## config.mk

```make
export PLATFORM = sky130hd
export DESIGN_NAME = voltage_requantize_pack_flat
export DESIGN_NICKNAME = d
export VERILOG_FILES = /design/src/design/vrq_pkg.sv /design/src/design/vrq_if.sv /design/src/design/voltage_requantize_pack.sv /design/src/design/vrq_mult.sv /design/src/design/vrq_pack.sv /design/src/flat_wrapper.sv
export SDC_FILE = /design/constraint.sdc
export NUM_CORES = 2
export LEC_CHECK = 0
export BUFFER_PORTS_ARGS = -buffer_cell sky130_fd_sc_hd__buf_2
export CAP_MARGIN = 20
export CORE_ASPECT_RATIO = 0.8
export CORE_MARGIN = 2
export CORE_UTILIZATION = 50
export CTS_BUF_LIST = sky130_fd_sc_hd__clkbuf_8
export CTS_CLUSTER_DIAMETER = 120
export DETAILED_ROUTE_END_ITERATION = 16
export GPL_TIMING_DRIVEN = 1
export PLACE_DENSITY = 0.66
export SYNTH_ARGS = -nofsm -noshare
export SYNTH_HDL_FRONTEND = slang
export SYNTH_SLANG_ARGS = --single-unit
export TNS_END_PERCENT = 100
```

## constraint.sdc

```tcl
create_clock -name clk -period 20.8 [get_ports clk]
set_clock_uncertainty 0.1 [all_clocks]
set_input_delay 0 -clock clk [delete_from_list [all_inputs] [get_ports clk]]
set_output_delay 0 -clock clk [all_outputs]
set_load 0.05 [all_outputs]
```

## src/design/vrq_pkg.sv

```systemverilog
`timescale 1ns / 1ps
`default_nettype none
package vrq_pkg;

  localparam int SAMPLE_W = 32;
  localparam int GAIN_W   = 32;
  localparam int PROD_W   = 64;
  localparam int MODE_W   = 3;
  localparam int DATA_W   = 16;
  localparam int CNT_W    = 2;

  localparam logic [MODE_W-1:0] MODE_1BIT  = 3'd0;
  localparam logic [MODE_W-1:0] MODE_2BIT  = 3'd1;
  localparam logic [MODE_W-1:0] MODE_4BIT  = 3'd2;
  localparam logic [MODE_W-1:0] MODE_8BIT  = 3'd3;
  localparam logic [MODE_W-1:0] MODE_16BIT = 3'd4;

  localparam logic CFG_IDX_MODE = 1'b0;
  localparam logic CFG_IDX_GAIN = 1'b1;

  localparam logic [GAIN_W-1:0] GAIN_ONE = 32'h0001_0000;

  localparam logic [CNT_W-1:0] CNT_BYTE = 2'd1;
  localparam logic [CNT_W-1:0] CNT_WORD = 2'd2;

  typedef struct packed {
    logic [PROD_W-1:0] prod;
    logic              neg_in;
  } prod_stage_t;

  // log2 of the code width; undefined modes behave as 16 bit
  function automatic logic [2:0] mode_log2(input logic [MODE_W-1:0] mode);
    logic [2:0] res;
    case (mode)
      MODE_1BIT: res = 3'd0;
      MODE_2BIT: res = 3'd1;
      MODE_4BIT: res = 3'd2;
      MODE_8BIT: res = 3'd3;
      default:   res = 3'd4;
    endcase
    return res;
  endfunction

endpackage
`default_nettype wire

```

## src/design/vrq_if.sv

```systemverilog
`timescale 1ns / 1ps
`default_nettype none
interface vrq_in_if;
  logic        valid;
  logic        ready;
  logic [31:0] sample;

  modport source (output valid, output sample, input ready);
  modport sink   (input valid, input sample, output ready);
endinterface

interface vrq_out_if;
  logic        valid;
  logic        ready;
  logic [15:0] packed_data;
  logic [1:0]  byte_count;

  modport source (output valid, output packed_data, output byte_count, input ready);
  modport sink   (input valid, input packed_data, input byte_count, output ready);
endinterface
`default_nettype wire

```

## src/design/voltage_requantize_pack.sv

```systemverilog
// latency: an accepted item passes the sample register, the product register and the output register in turn
// throughput: one item per cycle while the receiver is ready; the 32x32 gain multiply has a stage to itself
// in 1, 2 and 4 bit modes a result follows every 8, 4 or 2 items
// reset (rst_n low, synchronous): pipeline emptied, partial byte cleared,
// mode 8 bit and gain 1.0
`timescale 1ns / 1ps
`default_nettype none
module voltage_requantize_pack
  import vrq_pkg::*;
(
  input  wire logic        clk,
  input  wire logic        rst_n,
  vrq_in_if.sink           in_ch,
  vrq_out_if.source        out_ch,
  input  wire logic        cfg_we,
  input  wire logic        cfg_index,
  input  wire logic [31:0] cfg_wdata
);

  logic [MODE_W-1:0] mode_r;
  logic [GAIN_W-1:0] gain_r;
  logic              mode_clear;
  logic              mid_valid;
  logic              mid_ready;
  prod_stage_t       mid_data;

  assign mode_clear = cfg_we && (cfg_index == CFG_IDX_MODE);

  always_ff @(posedge clk) begin
    if (!rst_n) begin
      mode_r <= MODE_8BIT;
      gain_r <= GAIN_ONE;
    end else if (cfg_we) begin
      if (cfg_index == CFG_IDX_MODE) begin
        mode_r <= cfg_wdata[MODE_W-1:0];
      end else begin
        gain_r <= cfg_wdata[GAIN_W-1:0];
      end
    end
  end

  vrq_mult u_mult (
    .clk       (clk),
    .rst_n     (rst_n),
    .in_valid  (in_ch.valid),
    .in_ready  (in_ch.ready),
    .in_sample (in_ch.sample),
    .gain      (gain_r),
    .dn_valid  (mid_valid),
    .dn_ready  (mid_ready),
    .dn_data   (mid_data)
  );

  vrq_pack u_pack (
    .clk             (clk),
    .rst_n           (rst_n),
    .mode            (mode_r),
    .mode_clear      (mode_clear),
    .up_valid        (mid_valid),
    .up_ready        (mid_ready),
    .up_data         (mid_data),
    .out_valid       (out_ch.valid),
    .out_ready       (out_ch.ready),
    .out_packed_data (out_ch.packed_data),
    .out_byte_count  (out_ch.byte_count)
  );

endmodule
`default_nettype wire

```

## src/design/vrq_mult.sv

```systemverilog
`timescale 1ns / 1ps
`default_nettype none
module vrq_mult
  import vrq_pkg::*;
(
  input  wire logic                clk,
  input  wire logic                rst_n,
  input  wire logic                in_valid,
  output logic                     in_ready,
  input  wire logic [SAMPLE_W-1:0] in_sample,
  input  wire logic [GAIN_W-1:0]   gain,
  output logic                     dn_valid,
  input  wire logic                dn_ready,
  output prod_stage_t              dn_data
);

  logic                s1_valid_r;
  logic [SAMPLE_W-1:0] s1_sample_r;
  logic                s2_valid_r;
  prod_stage_t         s2_r;
  prod_stage_t         s2_nxt;
  logic                s1_ready;
  logic                s2_take;
  logic [SAMPLE_W-1:0] abs_in;

  assign s2_take  = !s2_valid_r || dn_ready;
  assign s1_ready = !s1_valid_r || s2_take;
  assign in_ready = s1_ready;

  // magnitude of the sample; the most negative value maps to 2^31
  always_comb begin
    abs_in = s1_sample_r[SAMPLE_W-1] ? (~s1_sample_r + 1'b1) : s1_sample_r;
    s2_nxt.neg_in = s1_sample_r[SAMPLE_W-1];
    s2_nxt.prod   = PROD_W'(abs_in) * PROD_W'(gain);
  end

  always_ff @(posedge clk) begin
    if (!rst_n) begin
      s1_valid_r <= 1'b0;
      s2_valid_r <= 1'b0;
    end else begin
      if (s1_ready) begin
        s1_valid_r <= in_valid;
      end
      if (s2_take) begin
        s2_valid_r <= s1_valid_r;
      end
    end
  end

  always_ff @(posedge clk) begin
    if (in_valid && s1_ready) begin
      s1_sample_r <= in_sample;
    end
    if (s1_valid_r && s2_take) begin
      s2_r <= s2_nxt;
    end
  end

  assign dn_valid = s2_valid_r;
  assign dn_data  = s2_r;

endmodule
`default_nettype wire

```

## src/design/vrq_pack.sv

```systemverilog
`timescale 1ns / 1ps
`default_nettype none
module vrq_pack
  import vrq_pkg::*;
(
  input  wire logic              clk,
  input  wire logic              rst_n,
  input  wire logic [MODE_W-1:0] mode,
  input  wire logic              mode_clear,
  input  wire logic              up_valid,
  output logic                   up_ready,
  input  wire prod_stage_t       up_data,
  output logic                   out_valid,
  input  wire logic              out_ready,
  output logic [DATA_W-1:0]      out_packed_data,
  output logic [CNT_W-1:0]       out_byte_count
);

  logic              out_valid_r;
  logic [DATA_W-1:0] data_r;
  logic [CNT_W-1:0]  count_r;
  logic [7:0]        partial_r;
  logic [2:0]        slot_r;

  logic              out_take;
  logic [2:0]        sh;
  logic              neg;
  logic [31:0]       r;
  logic [31:0]       lim;
  logic [31:0]       mag;
  logic [DATA_W-1:0] code;
  logic              packing;
  logic [2:0]        slot_last;
  logic [2:0]        slot;
  logic [2:0]        shamt;
  logic [7:0]        mask8;
  logic [7:0]        part_new;
  logic              emit;
  logic [DATA_W-1:0] data_nxt;
  logic [CNT_W-1:0]  count_nxt;

  assign out_take = !out_valid_r || out_ready;
  assign up_ready = out_take;

  // round half away from zero after the -0.5 offset, then saturate; 1 bit mode keeps only the sample sign
  always_comb begin
    sh = mode_log2(mode);
    if (up_data.neg_in) begin
      neg = 1'b1;
      r   = up_data.prod[63:32] + 32'd1;
    end else if (|up_data.prod[63:31]) begin
      neg = 1'b0;
      r   = up_data.prod[63:32];
    end else begin
      neg = 1'b1;
      r   = (up_data.prod == '0) ? 32'd1 : 32'd0;
    end
    lim = 32'd1 << ((5'd1 << sh) - 5'd1);
    if (neg) begin
      mag  = (r > lim) ? lim : r;
      code = DATA_W'(32'd0 - mag);
    end else begin
      mag  = (r > (lim - 32'd1)) ? (lim - 32'd1) : r;
      code = DATA_W'(mag);
    end
    if (sh == 3'd0) begin
      code = {{(DATA_W-1){1'b0}}, !up_data.neg_in};
    end
  end

  // sub-byte packing, lowest slot first; 8 and 16 bit codes go out whole
  always_comb begin
    packing   = (sh < 3'd3);
    slot_last = 3'(3'd7 >> sh);
    slot      = (slot_r > slot_last) ? 3'd0 : slot_r;
    shamt     = 3'(slot << sh);
    mask8     = 8'((9'd1 << (4'd1 << sh)) - 9'd1);
    part_new  = ((slot == 3'd0) ? 8'd0 : partial_r) | ((code[7:0] & mask8) << shamt);
    emit      = !packing || (slot == slot_last);
    if (packing) begin
      data_nxt  = {8'd0, part_new};
      count_nxt = CNT_BYTE;
    end else if (sh == 3'd3) begin
      data_nxt  = {8'd0, code[7:0]};
      count_nxt = CNT_BYTE;
    end else begin
      data_nxt  = code;
      count_nxt = CNT_WORD;
    end
  end

  always_ff @(posedge clk) begin
    if (!rst_n) begin
      out_valid_r <= 1'b0;
      partial_r   <= 8'd0;
      slot_r      <= 3'd0;
    end else begin
      if (out_take) begin
        out_valid_r <= up_valid && emit;
      end
      if (mode_clear) begin
        partial_r <= 8'd0;
        slot_r    <= 3'd0;
      end else if (up_valid && out_take && packing) begin
        if (slot == slot_last) begin
          partial_r <= 8'd0;
          slot_r    <= 3'd0;
        end else begin
          partial_r <= part_new;
          slot_r    <= slot + 3'd1;
        end
      end
    end
  end

  always_ff @(posedge clk) begin
    if (up_valid && out_take && emit) begin
      data_r  <= data_nxt;
      count_r <= count_nxt;
    end
  end

  assign out_valid       = out_valid_r;
  assign out_packed_data = data_r;
  assign out_byte_count  = count_r;

endmodule
`default_nettype wire

```

## src/flat_wrapper.sv

```systemverilog
// flat-port wrapper written by rule: the top's interface ports become plain ports
module voltage_requantize_pack_flat import vrq_pkg::*;
  (clk, rst_n, cfg_we, cfg_index, cfg_wdata, in_ch_valid, in_ch_sample, in_ch_ready, out_ch_valid, out_ch_packed_data, out_ch_byte_count, out_ch_ready);
  vrq_in_if in_ch_i ();
  vrq_out_if out_ch_i ();
  input  wire logic clk;
  input  wire logic rst_n;
  input  wire logic cfg_we;
  input  wire logic cfg_index;
  input  wire logic [31:0] cfg_wdata;
  input wire logic [$bits(in_ch_i.valid)-1:0] in_ch_valid;
  input wire logic [$bits(in_ch_i.sample)-1:0] in_ch_sample;
  output wire logic [$bits(in_ch_i.ready)-1:0] in_ch_ready;
  output wire logic [$bits(out_ch_i.valid)-1:0] out_ch_valid;
  output wire logic [$bits(out_ch_i.packed_data)-1:0] out_ch_packed_data;
  output wire logic [$bits(out_ch_i.byte_count)-1:0] out_ch_byte_count;
  input wire logic [$bits(out_ch_i.ready)-1:0] out_ch_ready;
  assign in_ch_i.valid = in_ch_valid;
  assign in_ch_i.sample = in_ch_sample;
  assign in_ch_ready = in_ch_i.ready;
  assign out_ch_valid = out_ch_i.valid;
  assign out_ch_packed_data = out_ch_i.packed_data;
  assign out_ch_byte_count = out_ch_i.byte_count;
  assign out_ch_i.ready = out_ch_ready;
  voltage_requantize_pack u_core (.clk(clk), .rst_n(rst_n), .in_ch(in_ch_i), .out_ch(out_ch_i), .cfg_we(cfg_we), .cfg_index(cfg_index), .cfg_wdata(cfg_wdata));
endmodule
```

==> results.json <==
{
  "portBuffers": 89,
  "place_ws_ns": 9.34,
  "timing.rr.end": "u_core.u_mult.dn_data[62]",
  "status": "finished, final reports clean",
  "r2r-start": "u_core.u_mult.s1_sample_r[2]",
  "grt_pass1_vias": 33911,
  "drive_above_1_share_pct": 5.68,
  "cts_htree_levels": 4,
  "tightest_slew_ns": 1.08,
  "cts_tree": "done",
  "drt-pass1-iter-count": 6,
  "p_leak_uw": 0.0224,
  "seqPwrFrac_pct": 12.9,
  "overflow": 0,
  "place_congestion": 0.973,
  "die_area_mm2": 0.0867,
  "cp.required_ns": 21.02,
  "end_kind": "flip-flop",
  "clkPwrFrac_pct": 5.5,
  "fin_util_pct": 54.3,
  "ys_seq_area_share_pct": 10.5,
  "drt_iter0_drc": 2618,
  "internal-power_uw": 2190,
  "seqCellArea_mm2": 0.00446,
  "layout_common_cells": "898 x inv_1, 896 x fa_1, 628 x nand2_1",
  "area_growth_pct": 8.01,
  "reg2reg_slack_ns": 9.16,
  "cpMostUsedCell": "fa_1",
  "fin_cells": 5750,
  "cts_hold_buf": 107,
  "fmax_mhz": 85.9,
  "multi_input_area_mm2": 0.0339,
  "min_path_cells": 2,
  "synth_cells": 4538,
  "peakVddDrop_mv": 0.141,
  "crit_path_max_fanout": 32,
  "start_util_pct": 50.3,
  "fill_cells": 7608,
  "holdPathEnd": "u_core.u_mult.s1_sample_r[27]",
  "rows": 95,
  "yosys_register_bits": 164,
  "cts_sinks": 164,
  "period_needed_ns": 11.64,
  "synth_flop_cell": "edfxtp_1",
  "hold_viol_final": 0,
  "power_frac_comb_pct": 81.6,
  "drtAntennaViolNets": 0,
  "dieHeight_um": 264,
  "finalWorstSetupSlack_ns": 9.16,
  "fin_crit_sh_pct": 56.0,
  "vias": 31781,
  "arrival_ns": 11.86,
  "root_buffer": "clkbuf_8",
  "grt_usage_pct": 29.4,
  "avgViaCountPerCell": 5.53,
  "antenna_found_initial": 7,
  "grt_pass1_wl_mm": 195,
  "die_x_um": 329,
  "core_mm2": 0.0838,
  "timing.hold.ws_ns": 0.0701,
  "ios": 90,
  "min_from": "in_ch_sample[27]",
  "switching_share_pct": 54.9,
  "synth-edff-count": 115,
  "nNetsFinal": 5923,
  "postSynth.asyncResetShare_pct": 0,
  "worst_setup_path_start_kind": "flip-flop",
  "clockBufferDepth": 2,
  "hold_class": "in -> reg",
  "insertion_delay_ns": 0.58,
  "wirelength_mm": 122,
  "p_per_area_mw_per_mm2": 107,
  "r2r_cells": 35,
  "syn-cell-area_mm2": 0.0422,
  "tns_ns": 0,
  "maxCapViolCount": 0,
  "hpwl_mm": 92.1,
  "post_cts_buffers": 0,
  "layout_commonest_cell": "inv_1",
  "clkSlewWorstSetupHoldPaths_ns": 0.11,
  "max_stage_delay_ns": 0.57,
  "place_inst": 5608,
  "worst-setup-path-type": "reg -> reg",
  "drv_slew": 0,
  "ys_types": 72,
  "setup_violations": 0,
  "slowest_stage": "a211oi_1",
  "drc": 0,
  "post_drt_wl_per_cell_um": 21.2,
  "yosys_warnings": 0,
  "grt_max_degree": 66,
  "post_cts_resized": 0,
  "syn_avg_cell_area_um2": 9.29,
  "maxSlewHeadroom_pct": 27.7,
  "cts_made_buffers": 17,
  "switching_power_uw": 2660,
  "rsz0062_at_grt": "false"
}
worst max path at each step:
stage | startpoint | to | cells after the start
2_1_floorplan | u_core.u_mult.s1_sample_r[6] | u_core.u_mult.dn_data[62] | 35
3_3_place_gp | u_core.u_mult.s1_sample_r[2] | u_core.u_mult.dn_data[62] | 35
3_5_place_dp | u_core.u_mult.s1_sample_r[2] | u_core.u_mult.dn_data[62] | 35
4_1_cts | u_core.u_mult.s1_sample_r[2] | u_core.u_mult.dn_data[62] | 35
5_1_grt | u_core.u_mult.s1_sample_r[2] | u_core.u_mult.dn_data[62] | 34
6_report | u_core.u_mult.s1_sample_r[2] | u_core.u_mult.dn_data[62] | 35
per-layer routing:
layer  global-route usage, %  wire [µm]  share of wire, %  vias up
met4                    8.49       3500               2.9        0
li1                        -          -                 -    13920
met3                    6.62      11100               9.1      224
met5                       0          0                 0        -
met2                    46.2      56300                46     1298
met1                    40.8      51300                42    16339
flip-flops by register name (all words and copies together) (netlist names):
register / count
u_core.u_pack.slot_r: 3
u_core.u_mult.s1_valid_r: 1
u_core.u_pack.partial_r: 8
u_core.mode_r: 3
u_core.u_mult.s1_sample_r: 32
u_core.u_pack.out_byte_count: 2
u_core.u_mult.dn_valid: 1
u_core.gain_r: 32
u_core.u_pack.out_packed_data: 16
u_core.u_mult.dn_data: 65
u_core.u_pack.out_valid: 1
worst max-delay path: cells and delay by family, from the launching register on:
family	cells	cell delay, ns
fa+ha+maj	9	4.34
simple gates	9	2.91
compound gates	9	2.43
buf+inv	6	0.88
flops	1	0.49
xor+xnor	2	0.20
cells by family (layout without fill, tap and decap cells):
kind of cell / count (synthesis) / after routing / share of synthesized area, %
compound gates: 395 / 395 / 6.35
xor+xnor: 126 / 126 / 2.62
fa+ha+maj: 1232 / 1232 / 52.5
buf+inv: 1136 / 1190 / 10.1
flops: 164 / 164 / 10.5
mux: 12 / 12 / 0.294
other cells: 1 / 44 / 0.00889
simple gates: 1472 / 1472 / 17.6
stage by stage:
stage	total power, µW	cell area [µm²]
after floorplan	3400	42300
after global placement	4440	44000
after detailed placement	4490	44000
after CTS	4810	45500
after global routing	5320	45500
final	4850	45500
Yosys cell counts, types with 36 or more instances:
| cell type | n | area (µm²) |
|---|---|---|
| nor2_1 | 78 | 293 |
| nand3_1 | 50 | 250 |
| xnor2_1 | 86 | 753 |
| edfxtp_1 | 115 | 3450 |
| a21o_1 | 53 | 398 |
| xor2_1 | 40 | 350 |
| o21ai_0 | 58 | 290 |
| inv_1 | 898 | 3370 |
| nand2_1 | 628 | 2360 |
| ha_1 | 336 | 4200 |
| a21oi_1 | 98 | 490 |
| a21boi_0 | 36 | 270 |
| dfxtp_1 | 49 | 981 |
| fa_1 | 896 | 17900 |
| and2_1 | 563 | 3520 |
| clkbuf_1 | 231 | 867 |
final cells by class:
class | instances | area share, %
multi-input combinational | 3280 | 74.4
sequential | 164 | 9.80
tap | 1115 | 3.06
inverter | 898 | 7.40
antenna | 1 | 0.00550
timing repair buffer | 260 | 4.40
clock buffer | 17 | 0.514
clock inverter | 15 | 0.431
power by group through the flow:
stage | Clock [µW] | Combinational (µW) | Sequential, µW
final | 268 | 3960 | 626
after global routing | 284 | 4410 | 631
after CTS | 276 | 3910 | 623
after detailed placement | 0 | 3860 | 630
after global placement | 0 | 3810 | 629
after floorplan | 0 | 2810 | 594
Power figures use the tool's default switching activity.
